==> src/hdl/mkpc_pkg.sv <==
`timescale 1ns / 1ps
// ----------------------------------------------------------------------------
// mkpc_pkg
// Shared widths, register indexes, reset values and the config bundle for
// the multi-key press classifier.
// ----------------------------------------------------------------------------
package mkpc_pkg;

  localparam int TICK_W         = 16;
  localparam int CNT_W          = 16;
  localparam int CFG_IDX_W      = 3;
  localparam int KEY_IDX_W      = 4;
  localparam int KIND_W         = 3;
  localparam int DEF_KEY_COUNT  = 16;
  localparam int DEF_FIFO_DEPTH = 4;

  // Register indexes on the config port
  localparam logic [CFG_IDX_W-1:0] REG_PRESS_DB = 3'd0;
  localparam logic [CFG_IDX_W-1:0] REG_REL_DB   = 3'd1;
  localparam logic [CFG_IDX_W-1:0] REG_LONG1    = 3'd2;
  localparam logic [CFG_IDX_W-1:0] REG_LONG2    = 3'd3;
  localparam logic [CFG_IDX_W-1:0] REG_LONG3    = 3'd4;
  localparam logic [CFG_IDX_W-1:0] REG_GAP      = 3'd5;

  // Register reset values
  localparam logic [CNT_W-1:0] RST_PRESS_DB = 16'd2;
  localparam logic [CNT_W-1:0] RST_REL_DB   = 16'd2;
  localparam logic [CNT_W-1:0] RST_LONG1    = 16'd100;
  localparam logic [CNT_W-1:0] RST_LONG2    = 16'd200;
  localparam logic [CNT_W-1:0] RST_LONG3    = 16'd300;
  localparam logic [CNT_W-1:0] RST_GAP      = 16'd30;

  typedef struct packed {
    logic [CNT_W-1:0] press_db;
    logic [CNT_W-1:0] rel_db;
    logic [CNT_W-1:0] long1;
    logic [CNT_W-1:0] long2;
    logic [CNT_W-1:0] long3;
    logic [CNT_W-1:0] gap;
  } cfg_t;

endpackage

==> src/hdl/mkpc_fifo.sv <==
`timescale 1ns / 1ps
// ----------------------------------------------------------------------------
// mkpc_fifo
// Small queue of per-tick event records between the front and the back.
// ----------------------------------------------------------------------------
module mkpc_fifo #(
  parameter int WIDTH = 5 * mkpc_pkg::DEF_KEY_COUNT,
  parameter int DEPTH = mkpc_pkg::DEF_FIFO_DEPTH
) (
  input  logic             clk,
  input  logic             rst,
  input  logic             push,
  input  logic [WIDTH-1:0] wr_data,
  input  logic             pop,
  output logic [WIDTH-1:0] rd_data,
  output logic             full,
  output logic             empty
);
  import mkpc_pkg::*;

  localparam int PTR_W = (DEPTH > 1) ? $clog2(DEPTH) : 1;
  localparam int CNT_W_Q = $clog2(DEPTH + 1);
  localparam logic [PTR_W-1:0]   LAST_PTR = PTR_W'(DEPTH - 1);
  localparam logic [CNT_W_Q-1:0] FULL_CNT = CNT_W_Q'(DEPTH);

  logic [WIDTH-1:0]   mem [DEPTH];
  logic [PTR_W-1:0]   wr_ptr;
  logic [PTR_W-1:0]   rd_ptr;
  logic [CNT_W_Q-1:0] count;

  assign full    = (count == FULL_CNT);
  assign empty   = (count == '0);
  assign rd_data = mem[rd_ptr];

  always_ff @(posedge clk) begin
    if (push) begin
      mem[wr_ptr] <= wr_data;
    end
  end

  always_ff @(posedge clk) begin
    if (rst) begin
      wr_ptr <= '0;
      rd_ptr <= '0;
      count  <= '0;
    end else begin
      if (push) begin
        wr_ptr <= (wr_ptr == LAST_PTR) ? '0 : wr_ptr + 1'b1;
      end
      if (pop) begin
        rd_ptr <= (rd_ptr == LAST_PTR) ? '0 : rd_ptr + 1'b1;
      end
      if (push && !pop) begin
        count <= count + 1'b1;
      end else if (pop && !push) begin
        count <= count - 1'b1;
      end
    end
  end

`ifndef SYNTHESIS
  a_no_overflow: assert property (@(posedge clk) disable iff (rst) push |-> !full)
    else $error("queue written while full");
  a_no_underflow: assert property (@(posedge clk) disable iff (rst) pop |-> !empty)
    else $error("queue read while empty");
`endif

endmodule

==> config.mk <==
export PLATFORM = sky130hd
export DESIGN_NAME = mkpc_fifo
export DESIGN_NICKNAME = d
export VERILOG_FILES = /design/src/hdl/mkpc_pkg.sv /design/src/hdl/mkpc_fifo.sv
export SDC_FILE = /design/constraint.sdc
export NUM_CORES = 1
export LEC_CHECK = 0
export ABC_CLOCK_PERIOD_IN_PS = 3900
export BUFFER_PORTS_ARGS = -buffer_cell sky130_fd_sc_hd__buf_2
export CAP_MARGIN = 20
export CORE_MARGIN = 2
export CORE_UTILIZATION = 45
export DETAILED_ROUTE_END_ITERATION = 12
export PLACE_DENSITY = 0.61
export SYNTH_ARGS = -nofsm -noshare
export SYNTH_HDL_FRONTEND = slang
export SYNTH_SLANG_ARGS = --single-unit
==> constraint.sdc <==
create_clock -name clk -period 3.9 [get_ports clk]
set_input_delay 0.39 -clock clk [delete_from_list [all_inputs] [get_ports clk]]
set_output_delay 0.39 -clock clk [all_outputs]
set_load 0.02 [all_outputs]
Word-level counts from Yosys, hierarchy flattened --
Memories as Yosys holds them, arrays and structs flattened. A register that Yosys moved wholly into a read port is not among the register bits. Cells that the tools add are included.
Storage, ports and cells: flip-flop bits (word level) 7, latch bits 0, memory bits (writable) 320, memory bits (read-only) 0, bits of input ports 84, output and inout port bits 82, logic and storage cells 25, memories 1
Memories:
- mem | words 4, bits a word 80, rd ports 1, clocked after memory_dff 1, write ports 1, line mkpc_fifo.sv:26 | logic [WIDTH-1:0] mem [DEPTH];
Cells by class: add/subtract/negate cells 4, multiply operators 0, divide/modulo/power cells 0, $lt $le $gt $ge 0, equality and inequality tests 3, shift-type cells 0, multiplexer cells 8, bitwise logic cells 0, reduce and logical (&&, ||, !) cells 6
Operator list (number):
- 2-to-1 mux 2 bit | 4
- 2-to-1 mux 3 bit | 2
- adder 2 x 1 -> 2 bit (second input constant) | 2
- equality test 2 bit (second input constant) | 2
- adder 3 x 1 -> 3 bit (second input constant) | 1
- equality test 3 bit (second input constant) | 1
- zero test 3 bit | 1
- subtractor 3 x 1 -> 3 bit (second input constant) | 1
- logical AND 1 bit | 2
- zero test 1 bit | 2
- 2-to-1 mux 1 bit | 2
- nonzero test 2 bit | 1

Depth between registers and ports, before layout --
depth in word-level cells 4, depth in mapped cells 7

Worst setup path after synthesis --
OpenSTA, ideal clock, no wires.
path type reg2reg, start register wr_ptr[0], end memory mem[3][0] in the netlist's numbering, enable pin, arrival time 2.411 ns, required time 3.453 ns, path slack 1.042 ns, stages on the path, launching flop included 3, buffers on the path 0, period minus slack after synthesis 2.858 ns, cells stage by stage dfxtp_1 > ha_1 > and2_1
RTL lines:
- start: declaration | line mkpc_fifo.sv:27 | logic [PTR_W-1:0] wr_ptr;
- start signal: assignment | line mkpc_fifo.sv:48 | wr_ptr <= (wr_ptr == LAST_PTR) ? '0 : wr_ptr + 1'b1;
- end: declaration | line mkpc_fifo.sv:26
No word-level cell before the write port.

==> out/results.tsv <==
metric	value	unit
TritonCTS buffer count	35	
cts hold-fix bufs	0	
via count of the first global-routing pass	5996	
buffer count from post-CTS setup fixing	0	
Clock Sinks	329	
number of antenna violations at the first check in global routing	3	
Maximum Capacitance Violations	0	
worst reg2reg path startpoint	wr_ptr[0]$_SDFFE_PP0P_	
synthesized netlist cell count	462	
Resized Gates After CTS	0	
area occupied by registers	9797	um2
post-synthesis instance area	12070	um2
Leak	4.843	nW
number of synthesized flops with an enable pin	320	
capturing instance or port of the critical path	rd_data[23]	
Max Freq	0.3572	GHz
global-route wire length before repair	34.28	mm
Synth Net Count	553	
critical-path cell with the highest stage delay	dfxtp_4	
multi-input gate area in the final layout	2057	um2
ratio of cells with drive above 1 in the final layout	44.72	%
final net count	748	
reg-to-reg endpoint	mem[2][71]$_DFFE_PP_	
ant diodes	0	
most common cell in the netlist	edfxtp_1	
width of the die	167.8	um
endpoints failing hold	0	
peak supply drop	0.3934	mV
dominant synthesized flop cell	edfxtp_1	
number of primary I/O pins	166	
port bufs	165	
Critical Path Sink Type	output port	
initial standard-cell utilization of the core	46.04	%
RePlAce Congestion	0.6822	
data required time of the worst path	3.51	ns
number of iterations in the first detailed-routing pass	4	
synthesized area per cell	26.12	um2
FF+latch count, synth	329	
Global Route Usage Sum	16.11	%
vertical die dimension	167.8	um
Final Max Tran Viols	0	
Clock Latency Late Sink	0.51	ns
pin count of the biggest net entering global routing	59	
total via count after detailed routing	5440	
count of different cell masters after synthesis	19	
non-filler instance count after layout	1017	
Min Clock Period, post-route	2.799	ns
Reg2Reg Setup Slack	1.83	ns
Worst Path Class, Setup	reg -> out	
status	finished clean	
power density of the placed cells	558.2	nW/um2
Worst-path clk slew	0.06	ns
number of design-rule violations left by the first detailed-router iteration	362	
min-delay worst type	in -> reg	
RSZ-0062 raised after global routing	false	
total congestion overflow after global routing	0	
CP Max Fanout	41	
FFs w/ async S/R, synth	0	%
placed cell count	955	
relative max-transition margin	38.99	%
sequential area share after synthesis	81.13	%
largest area contributor in the synthesized netlist	edfxtp_1	
number of routed nets with antenna violations	0	
H-Tree Depth	2	
total wirelength of the detailed-routed design	22.13	mm
Final Skew	0.01425	ns
list of most frequent post-synthesis cells	edfxtp_1, mux4_2, dfxtp_1, buf_12, buf_2	
Least-Margin Pin Slew	0.9151	ns
worst-path cell chain	buf_12 > mux4_2 > buf_2	
area growth from synthesis to final layout	18.77	%
Residual DRC	0	
largest buffer count on any clock path	3	
CP peak stage delay	0.70	ns
final critical-path share of the clock period	71.78	%
sum of negative setup slack	0	ns
Worst Setup Start Kind	flip-flop	
HPWL reported at the end of detailed placement	13.14	mm
core footprint	26210	um2
worst endpoint data arrival time	2.41	ns
TritonCTS clock tree	done	
detail-routed via count per cell	5.349	
cell chosen for the clock root	clkbuf_16	
Filler Cells Inserted	2003	
wire length per cell after detailed routing	21.76	um
row count	59	
total die area	28140	um2
warnings from Yosys	0	
logic depth of the worst register-to-register path	4	
cells taking the most area after synthesis	edfxtp_1, mux4_2, dfxtp_1	
area share of the leading cell type in the synthesized netlist	79.64	%
number of failing setup endpoints in the final timing report	0	
flip-flops by register name (all words and copies together) (netlist names), named ones only:
signal / flops
wr_ptr: 2
rd_ptr: 2
mem: 320
count: 3
worst min path at each step:
stage	slack, ns	start	end	cells after the start
CTS	0.06	wr_data[51]	mem[0][51]$_DFFE_PP_	1
finish	0.09	wr_data[51]	mem[2][51]$_DFFE_PP_	1
detailed placement	0.50	count[2]$_SDFFE_PP0P_	count[2]$_SDFFE_PP0P_	2
global route	0.08	wr_data[64]	mem[3][64]$_DFFE_PP_	1
floorplan	0.46	rst	count[2]$_SDFFE_PP0P_	1
global placement	0.48	count[2]$_SDFFE_PP0P_	count[2]$_SDFFE_PP0P_	2
stage by stage:
stage	utilization, %	area [um2]	hold WS (ns)	total power [W]	setup WS (ns)
after floorplan	-	12070	0.4591	0.004656	1.042
after global placement	50.45	13220	0.4795	0.004900	1.533
after detailed placement	50.45	13220	0.5038	0.004927	1.536
after CTS	54.69	14330	0.06445	0.008117	0.9939
after global routing	54.69	14330	0.07853	0.008294	0.9066
final	54.69	14330	0.08886	0.008000	1.101
power breakdown:
| part | leakage (nW) | switching, W | internal [W] |
|---|---|---|---|
| Clock | 0.535 | 0.00125 | 0.00192 |
| Combinational | 1.29 | 0.000424 | 0.000294 |
| Sequential | 3.01 | 0.0000625 | 0.00405 |
| Total | 4.84 | 0.00174 | 0.00626 |
placed cells by master, fill, tap and decap left out:
| master | synthesis | final |
|---|---|---|
| edfxtp_1 | 320 | 320 |
| buf_2 | 8 | 165 |
| mux4_2 | 80 | 80 |
| clkbuf_16 | 0 | 36 |
| clkbuf_1 | 0 | 11 |
| buf_4 | 0 | 9 |
| clkinv_1 | 0 | 8 |
| nor2_1 | 7 | 7 |
| dfxtp_1 | 9 | 7 |
| ha_1 | 6 | 6 |
| inv_1 | 4 | 4 |
| and2_4 | 0 | 4 |
| mux2i_1 | 4 | 4 |
| bufinv_16 | 0 | 3 |
| nor3b_1 | 2 | 2 |
| xor2_1 | 2 | 2 |
| a21oi_1 | 2 | 2 |
| dfxtp_4 | 0 | 2 |
| inv_6 | 0 | 2 |
| buf_12 | 8 | 2 |
| nor3_1 | 1 | 1 |
| o21ai_0 | 1 | 1 |
| or3_1 | 1 | 1 |
| fa_1 | 1 | 1 |
| clkinv_8 | 0 | 1 |
| clkbuf_8 | 0 | 1 |
layout make-up:
type,count,area share (%)
inverter,4,0.1048
sequential,329,68.36
clock inverter,14,1.074
multi-input combinational,111,14.35
clock buffer,48,6.670
tap,335,2.925
timing repair buffer,176,6.513
layer usage:
| metal | track usage, % | routed length (um) | share of wire (%) |
|---|---|---|---|
| met5 | 0 | 27 | 0.12 |
| met4 | 5.293 | 469 | 2.1 |
| met3 | 3.758 | 1132 | 5.1 |
| met2 | 27.47 | 11450 | 52 |
| met1 | 20.59 | 9051 | 41 |
critical path, delay by kind of cell (launching register included):
| kind | cells | cell delay (ns) |
|---|---|---|
| mux | 1 | 0.59 |
| flops | 1 | 0.70 |
| buf+inv | 2 | 0.57 |
kinds of logic (layout without fill, tap and decap cells):
logic type / count (synthesis) / count (layout) / synth area share, %
simple gates: 15 / 15 / 0.6429
flops: 329 / 329 / 81.13
buf+inv: 22 / 242 / 1.908
mux: 84 / 84 / 15.26
fa+ha+maj: 7 / 7 / 0.7880
compound gates: 3 / 3 / 0.1244
xor+xnor: 2 / 2 / 0.1452
No activity file was read; power rests on OpenSTA's default activity.
