**src/hdl/mkpc_pkg.sv**
```systemverilog
`timescale 1ns / 1ps
// ----------------------------------------------------------------------------
// mkpc_pkg
// Shared widths, register indexes, reset values and the config bundle for
// the multi-key press classifier.
// ----------------------------------------------------------------------------
package mkpc_pkg;

  localparam int TICK_W         = 16;
  localparam int CNT_W          = 16;
  localparam int CFG_IDX_W      = 3;
  localparam int KEY_IDX_W      = 4;
  localparam int KIND_W         = 3;
  localparam int DEF_KEY_COUNT  = 16;
  localparam int DEF_FIFO_DEPTH = 4;

  // Register indexes on the config port
  localparam logic [CFG_IDX_W-1:0] REG_PRESS_DB = 3'd0;
  localparam logic [CFG_IDX_W-1:0] REG_REL_DB   = 3'd1;
  localparam logic [CFG_IDX_W-1:0] REG_LONG1    = 3'd2;
  localparam logic [CFG_IDX_W-1:0] REG_LONG2    = 3'd3;
  localparam logic [CFG_IDX_W-1:0] REG_LONG3    = 3'd4;
  localparam logic [CFG_IDX_W-1:0] REG_GAP      = 3'd5;

  // Register reset values
  localparam logic [CNT_W-1:0] RST_PRESS_DB = 16'd2;
  localparam logic [CNT_W-1:0] RST_REL_DB   = 16'd2;
  localparam logic [CNT_W-1:0] RST_LONG1    = 16'd100;
  localparam logic [CNT_W-1:0] RST_LONG2    = 16'd200;
  localparam logic [CNT_W-1:0] RST_LONG3    = 16'd300;
  localparam logic [CNT_W-1:0] RST_GAP      = 16'd30;

  typedef struct packed {
    logic [CNT_W-1:0] press_db;
    logic [CNT_W-1:0] rel_db;
    logic [CNT_W-1:0] long1;
    logic [CNT_W-1:0] long2;
    logic [CNT_W-1:0] long3;
    logic [CNT_W-1:0] gap;
  } cfg_t;

endpackage

```
**src/hdl/mkpc_back.sv**
```systemverilog
`timescale 1ns / 1ps
// ----------------------------------------------------------------------------
// mkpc_back
// Takes one tick record at a time and emits its events lowest key first,
// one per cycle while not stalled, through a registered output stage.
// ----------------------------------------------------------------------------
module mkpc_back #(
  parameter int KEY_COUNT = mkpc_pkg::DEF_KEY_COUNT
) (
  input  logic                           clk,
  input  logic                           rst,
  input  logic [KEY_COUNT*5-1:0]         rd_data,
  input  logic                           empty,
  output logic                           pop,
  output logic                           out_valid,
  input  logic                           out_stall,
  output logic [mkpc_pkg::KEY_IDX_W-1:0] key_index,
  output logic [mkpc_pkg::KIND_W-1:0]    event_kind,
  output logic                           still_held,
  output logic                           last_event
);
  import mkpc_pkg::*;

  logic                             cur_valid;
  logic [KEY_COUNT-1:0]             cur_mask;
  logic [KEY_COUNT-1:0][KIND_W-1:0] cur_kind;
  logic [KEY_COUNT-1:0]             cur_held;

  logic [KEY_COUNT-1:0] sel_onehot;
  logic [KEY_COUNT-1:0] rem_mask;
  logic [KEY_IDX_W-1:0] sel_idx;
  logic [KIND_W-1:0]    sel_kind;
  logic                 sel_held;
  logic                 found;
  logic                 advance;
  logic                 done;

  // lowest pending key
  always_comb begin
    found      = 1'b0;
    sel_onehot = '0;
    sel_idx    = '0;
    sel_kind   = '0;
    sel_held   = 1'b0;
    for (int k = 0; k < KEY_COUNT; k++) begin
      if (cur_mask[k] && !found) begin
        found         = 1'b1;
        sel_onehot[k] = 1'b1;
        sel_idx       = KEY_IDX_W'(k);
        sel_kind      = cur_kind[k];
        sel_held      = cur_held[k];
      end
    end
  end

  assign rem_mask = cur_mask & ~sel_onehot;
  assign advance  = cur_valid && (!out_valid || !out_stall);
  assign done     = advance && (rem_mask == '0);
  assign pop      = !empty && (!cur_valid || done);

  always_ff @(posedge clk) begin
    if (rst) begin
      cur_valid <= 1'b0;
    end else if (pop) begin
      cur_valid <= 1'b1;
    end else if (done) begin
      cur_valid <= 1'b0;
    end
  end

  always_ff @(posedge clk) begin
    if (pop) begin
      cur_mask <= rd_data[KEY_COUNT*5-1 -: KEY_COUNT];
      cur_kind <= rd_data[KEY_COUNT*4-1 : KEY_COUNT];
      cur_held <= rd_data[KEY_COUNT-1:0];
    end else if (advance) begin
      cur_mask <= rem_mask;
    end
  end

  always_ff @(posedge clk) begin
    if (rst) begin
      out_valid <= 1'b0;
    end else if (advance) begin
      out_valid <= 1'b1;
    end else if (!out_stall) begin
      out_valid <= 1'b0;
    end
  end

  always_ff @(posedge clk) begin
    if (advance) begin
      key_index  <= sel_idx;
      event_kind <= sel_kind;
      still_held <= sel_held;
      last_event <= (rem_mask == '0);
    end
  end

`ifndef SYNTHESIS
  a_cur_nonempty: assert property (@(posedge clk) disable iff (rst)
      cur_valid |-> (cur_mask != '0))
    else $error("tick record held with no pending event");
  a_stall_holds_key: assert property (@(posedge clk) disable iff (rst)
      (out_valid && out_stall) |=> $stable(key_index))
    else $error("event changed under stall");
`endif

endmodule

```
**config.mk**
```make
export PLATFORM = sky130hd
export DESIGN_NAME = mkpc_back
export DESIGN_NICKNAME = d
export VERILOG_FILES = /design/src/hdl/mkpc_pkg.sv /design/src/hdl/mkpc_back.sv
export SDC_FILE = /design/constraint.sdc
export NUM_CORES = 1
export LEC_CHECK = 0
export BUFFER_PORTS_ARGS = -buffer_cell sky130_fd_sc_hd__buf_2
export CAP_MARGIN = 40
export CORE_MARGIN = 5
export CORE_UTILIZATION = 45
export DETAILED_ROUTE_END_ITERATION = 7
export PLACE_DENSITY = 0.69
export SLEW_MARGIN = 10
export SYNTH_ARGS = -nofsm -noshare
export SYNTH_HDL_FRONTEND = slang
export SYNTH_SLANG_ARGS = --single-unit
```
**constraint.sdc**
```tcl
create_clock -name clk -period 4.9 [get_ports clk]
set_clock_uncertainty 0.2 [all_clocks]
set_input_delay 1.225 -clock clk [delete_from_list [all_inputs] [get_ports clk]]
set_output_delay 1.225 -clock clk [all_outputs]
set_load 0.03 [all_outputs]
```
# After elaboration in Yosys (flattened, before gate mapping)
# Cells that the tools add are included.
[totals]
out_inout_bits = 11
register_bits = 91
wordCells = 157
[classes]
n_reduce_logical = 45
bitwise = 2
n_eq_ne = 1
mux = 82
[ops]
columns = ["op", "count"]
rows = [
  ["3-bit two-way mux", 20],
  ["1-bit two-way mux", 52],
  ["16-bit two-way mux", 2],
  ["4-bit two-way mux", 6],
  ["1-bit zero test", 19],
  ["1-bit logical AND", 18],
  ["16-bit bitwise AND", 1],
  ["16-bit zero test", 1],
  ["16-bit NOT", 1],
  ["8-bit OR reduction", 1],
  ["2-bit two-way mux", 2],
  ["2-bit nonzero test", 2],
  ["4-bit OR reduction", 1],
  ["1-bit logical OR", 2],
  ["2-bit by 1-bit inequality test with 1-bit output, second input constant", 1],
  ["2-bit OR reduction", 1],
]

# Logic depth before layout (Yosys ltp)
[depth]
ltp_word = 53
depth_mapped = 9
mapped_depth_nobuf = 6

# Least setup slack after synthesis
# No wires, ideal clock.
[synth_timing]
path_kind = "reg-to-output"
from = "reg cur_mask[4]"
to = "out pop"
t_arrival_ns = 2.548
path_buffers = 1
setup_slack_ns = 0.927
required_ns = 3.475
stages_incl_launch_ff = 7
cell_sequence = "edfxtp_1 -> nor4_4 -> nand2_4 -> maj3_2 -> a211o_1 -> o41ai_4 -> buf_6"
[synth_via]
elab_chain_cells = 41
[synth_lines]
columns = ["item", "line_no", "source"]
rows = [
  ["start, declared", "mkpc_back.sv:25", "logic [KEY_COUNT-1:0] cur_mask;"],
  ["start signal, assigned", "mkpc_back.sv:73", "cur_mask <= rd_data[KEY_COUNT*5-1 -: KEY_COUNT];"],
  ["start signal, assigned", "mkpc_back.sv:77", "cur_mask <= rem_mask;"],
  ["1-bit logical AND", "mkpc_back.sv:46", "if (cur_mask[k] && !found) begin"],
  ["1-bit two-way mux", "mkpc_back.sv:46", ""],
  ["1-bit zero test", "mkpc_back.sv:46", ""],
  ["1-bit logical AND", "mkpc_back.sv:46", ""],
  ["1-bit two-way mux", "mkpc_back.sv:46", ""],
  ["1-bit zero test", "mkpc_back.sv:46", ""],
  ["1-bit logical AND", "mkpc_back.sv:46", ""],
  ["1-bit two-way mux", "mkpc_back.sv:46", ""],
  ["[... 25 more ...]", "n/a", ""],
  ["1-bit logical AND", "mkpc_back.sv:46", ""],
  ["1-bit two-way mux", "mkpc_back.sv:46", ""],
  ["16-bit NOT", "mkpc_back.sv:56", "assign rem_mask = cur_mask & ~sel_onehot;"],
  ["16-bit bitwise AND *", "mkpc_back.sv:56", ""],
  ["16-bit zero test *", "mkpc_back.sv:58", "assign done = advance && (rem_mask == '0);"],
  ["1-bit logical AND *", "mkpc_back.sv:58", ""],
  ["1-bit logical OR *", "mkpc_back.sv:59", "assign pop = !empty && (!cur_valid || done);"],
  ["1-bit logical AND *", "mkpc_back.sv:59", ""],
  ["end, declared", "mkpc_back.sv:14", "output logic pop,"],
]
# Every way passes the cells marked *; elsewhere a longest branch is shown, timed or not.

# Worst setup path after layout
[layout_timing]
from = "reg cur_mask[3]"
to = "out pop"
[layout_via]
elab_chain_cells = 44
[layout_lines]
columns = ["item", "line_no"]
rows = [
  ["1-bit logical AND", "mkpc_back.sv:46"],
  ["1-bit two-way mux", "mkpc_back.sv:46"],
  ["1-bit zero test", "mkpc_back.sv:46"],
  ["1-bit logical AND", "mkpc_back.sv:46"],
  ["1-bit two-way mux", "mkpc_back.sv:46"],
  ["1-bit zero test", "mkpc_back.sv:46"],
  ["1-bit logical AND", "mkpc_back.sv:46"],
  ["1-bit two-way mux", "mkpc_back.sv:46"],
  ["[... 28 more ...]", "n/a"],
  ["1-bit logical AND", "mkpc_back.sv:46"],
  ["1-bit two-way mux", "mkpc_back.sv:46"],
  ["16-bit NOT", "mkpc_back.sv:56"],
  ["16-bit bitwise AND *", "mkpc_back.sv:56"],
  ["16-bit zero test *", "mkpc_back.sv:58"],
  ["1-bit logical AND *", "mkpc_back.sv:58"],
  ["1-bit logical OR *", "mkpc_back.sv:59"],
  ["1-bit logical AND *", "mkpc_back.sv:59"],
]
# Marks and branches as above.

==> impl_metrics.yaml <==
global_routing:
  groute.usage.overall: 0.170
  grt_max_degree: 52
  remaining_global_route_overflow: 0
  vias_in_the_first_global_route: 2939
  initial_antenna_violation_count: 0
  grt_first_pass_wirelength_um: 15000
critical_path:
  timing.critical_path.to_type: "output port"
  worstSetupStartpointType: "flip-flop"
  setup.worst_path.class: "reg2out"
  worst-endpoint-arrival_ns: 3.00
  timing.critical_path.required_ns: 3.47
  critPathMaxFanout: 14
floorplan:
  effective_utilization_at_floorplan: 0.463
  design.core.area_um2: 8760
  die_w_um: 105
  chipHeight_um: 105
  placement_rows: 34
  ios: 95
  floorplan.die_area_um2: 11000
synth:
  yosys_register_bits: 91
  edff_count_synth: 89
  post_synth_instance_area_um2: 4060
  post_synth_inst_count: 322
  synth_cell_type_count: 48
  yosys_warnings: 0
  syn_nets: 406
  yosys_most_used_dff: "sky130_fd_sc_hd__edfxtp_1"
  synth.yosys.seq_area_share: 0.668
  synthArstFlopShare: 0
  syn-mean-instance-area_um2: 12.6
sta:
  fmax_mhz: 226
  finalSetupViolCount: 0
  worst_slew_margin_rel: 0.588
  grt_setup_unrepaired: "false"
  slew_viol_final: 0
  min_period_over_period: 0.902
  final_tns_setup_ns: 0
  measured_slew_at_the_worst_slew_check_pin_ns: 0.612
  timing.hold.ws_ns: 0.338
  final_period_minus_worst_setup_slack_ns: 4.42
  hold_viol: 0
routing:
  firstDrtPassIters: 4
  detail_route.vias_per_cell: 5.61
  avgRoutedWirePerCell_um: 17.8
  detail_route.iter0.violations: 134
  wl_um: 9380
  drc_errors: 0
  vias: 2949
  final_antenna_net_count: 0
finish:
  final.fill_count: 763
  synthToLayoutAreaGrowth_pct: 18.9
  final_layout_size_suffix_gt1_frac: 0.294
  antenna-diode-count: 0
  finalNetCount: 497
  postLayoutCellArea_um2: 4820
  final_cell_count_no_fill: 526
clock_network:
  tritoncts_buffers: 9
  cts-root-to-sink-buffers: 2
  cts_hold_repair.buffers: 0
  tritoncts: "built"
  cts_root_buf: "sky130_fd_sc_hd__clkbuf_8"
  cts.repair.resized: 0
  worst_skew_pair.late_latency_ns: 0.37
  cts_setup_buffers: 0
  clkSinkCount: 91
  number_of_h_tree_levels: 3
  worst_setup_hold_path_clk_slew_ns: 0.10
pwr:
  power.net_switching_mw: 0.495
  netSwitchingFraction: 0.286
  leakage_power_nw: 1.87
  clock_power_share: 0.282
  combPwrFrac: 0.142
  power.density_cell_area_nw_per_um2: 359
  p_int_mw: 1.24
  seq_power_share: 0.577
  max-vdd-ir-drop_v: 0.000178
run:
  cap_violations: 0
placement:
  placed_cells_incl_taps: 509
  detailed_place.area_um2: 4630
  gp_congestion: 0.914
  io_buffer_count: 94
  detailed_place_hpwl_um: 7020
hold_path:
  min_path_type: "reg2reg"
outcome:
  run_status: "complete, no violations"
## placed cells by master (no fill, tap or decap), types with 5 or more instances in the layout
cell / count
sky130_fd_sc_hd__buf_2: 95
sky130_fd_sc_hd__edfxtp_1: 89
sky130_fd_sc_hd__nand2_1: 31
sky130_fd_sc_hd__nor2_1: 27
sky130_fd_sc_hd__a21oi_1: 24
sky130_fd_sc_hd__o21ai_0: 18
sky130_fd_sc_hd__nor2b_1: 11
sky130_fd_sc_hd__nand3_1: 9
sky130_fd_sc_hd__nor3_1: 9
sky130_fd_sc_hd__clkbuf_8: 9
sky130_fd_sc_hd__a211oi_1: 8
sky130_fd_sc_hd__a21o_1: 8
sky130_fd_sc_hd__a22oi_1: 6
sky130_fd_sc_hd__and3_1: 6
sky130_fd_sc_hd__o2bb2ai_1: 6
sky130_fd_sc_hd__and2_1: 5
## cells in the mapped netlist (2+ instances only)
cell	instances	area, um^2
sky130_fd_sc_hd__o21ai_0	18	90.1
sky130_fd_sc_hd__nor4_1	2	12.5
sky130_fd_sc_hd__o211ai_1	3	22.5
sky130_fd_sc_hd__edfxtp_1	89	2670
sky130_fd_sc_hd__a211oi_1	8	60.1
sky130_fd_sc_hd__a22oi_1	6	45.0
sky130_fd_sc_hd__dfxtp_1	2	40.0
sky130_fd_sc_hd__a21bo_2	2	20.0
sky130_fd_sc_hd__o22ai_1	3	18.8
sky130_fd_sc_hd__nor2b_1	11	68.8
sky130_fd_sc_hd__and3_1	6	37.5
sky130_fd_sc_hd__mux2i_1	3	30.0
sky130_fd_sc_hd__nor3b_1	2	15.0
sky130_fd_sc_hd__a21oi_1	24	120
sky130_fd_sc_hd__nand2b_1	3	18.8
sky130_fd_sc_hd__o2bb2ai_1	6	52.6
sky130_fd_sc_hd__nand3_1	9	45.0
sky130_fd_sc_hd__nor2_1	27	101
sky130_fd_sc_hd__nand2_1	31	116
sky130_fd_sc_hd__clkbuf_1	16	60.1
sky130_fd_sc_hd__a21o_1	8	60.1
sky130_fd_sc_hd__inv_1	3	11.3
sky130_fd_sc_hd__a221o_1	2	20.0
sky130_fd_sc_hd__a2111oi_0	2	17.5
sky130_fd_sc_hd__nor3_1	9	45.0
sky130_fd_sc_hd__and2_1	5	31.3
## power groups by stage
stage,registers (mW),clock network (mW),logic (mW)
2_1_floorplan,0.985,0,0.176
3_3_place_gp,1.01,0,0.239
3_5_place_dp,1.01,0,0.245
4_1_cts,0.997,0.499,0.246
5_1_grt,1.01,0.529,0.272
6_report,0.998,0.487,0.245
## worst max-delay path, cell delays in order (launching register included)
cell	delay (ns)
sky130_fd_sc_hd__edfxtp_1	0.60
sky130_fd_sc_hd__nor4_4	0.49
sky130_fd_sc_hd__nand2_4	0.14
sky130_fd_sc_hd__maj3_2	0.33
sky130_fd_sc_hd__a211o_1	0.33
sky130_fd_sc_hd__o41ai_4	0.45
sky130_fd_sc_hd__buf_2	0.28
## stage by stage
stage          setup WS [ns]  power, mW  utilization
2_1_floorplan          0.927       1.16            -
3_3_place_gp           0.957       1.25        0.525
3_5_place_dp           0.897       1.26        0.528
4_1_cts                0.477       1.74        0.550
5_1_grt                0.191       1.81        0.551
6_report               0.479       1.73        0.551
## metal layers
layer / track usage / wire (um)
met3: 0.0456 / 698
met2: 0.273 / 4510
met5: 0 / 0
met1: 0.231 / 4020
met4: 0.0429 / 145
## area by class of cell
class	instances	area (um^2)	share of cell area
flip-flops and latches	91	2710	0.562
multi-input cells	210	1260	0.261
repair buffers	98	518	0.107
well taps	108	135	0.0280
clock buffers	9	124	0.0257
clock inverters	7	65.1	0.0135
inverters	3	11.3	0.00233
## state kept, by name, indices dropped and copies added (netlist names)
signal / count
out_valid: 1
cur_kind: 48
last_event: 1
event_kind: 3
cur_mask: 16
key_index: 4
still_held: 1
cur_valid: 1
cur_held: 16
## final timing paths
check         startpoint  depth (start not counted)      endpoint  slack [ns]
max          cur_mask[3]                          6           pop        0.48
min            out_valid                          2     cur_valid        0.34
max reg2reg  cur_mask[3]                          7  cur_kind[22]        1.28
min reg2reg    out_valid                          2     cur_valid        0.34
## cell families (layout without fill, tap and decap cells)
logic type / after synthesis / after routing / share of synthesized area
AND/OR/NAND/NOR: 110 / 110 / 0.135
AO/OA/AOI/OAI: 95 / 95 / 0.162
flip-flops: 91 / 91 / 0.668
buffers and inverters: 21 / 117 / 0.0216
multiplexers: 4 / 4 / 0.0102
adder cells (fa/ha/maj): 1 / 1 / 0.00277
Note: power is estimated with default switching activity, not from simulation.
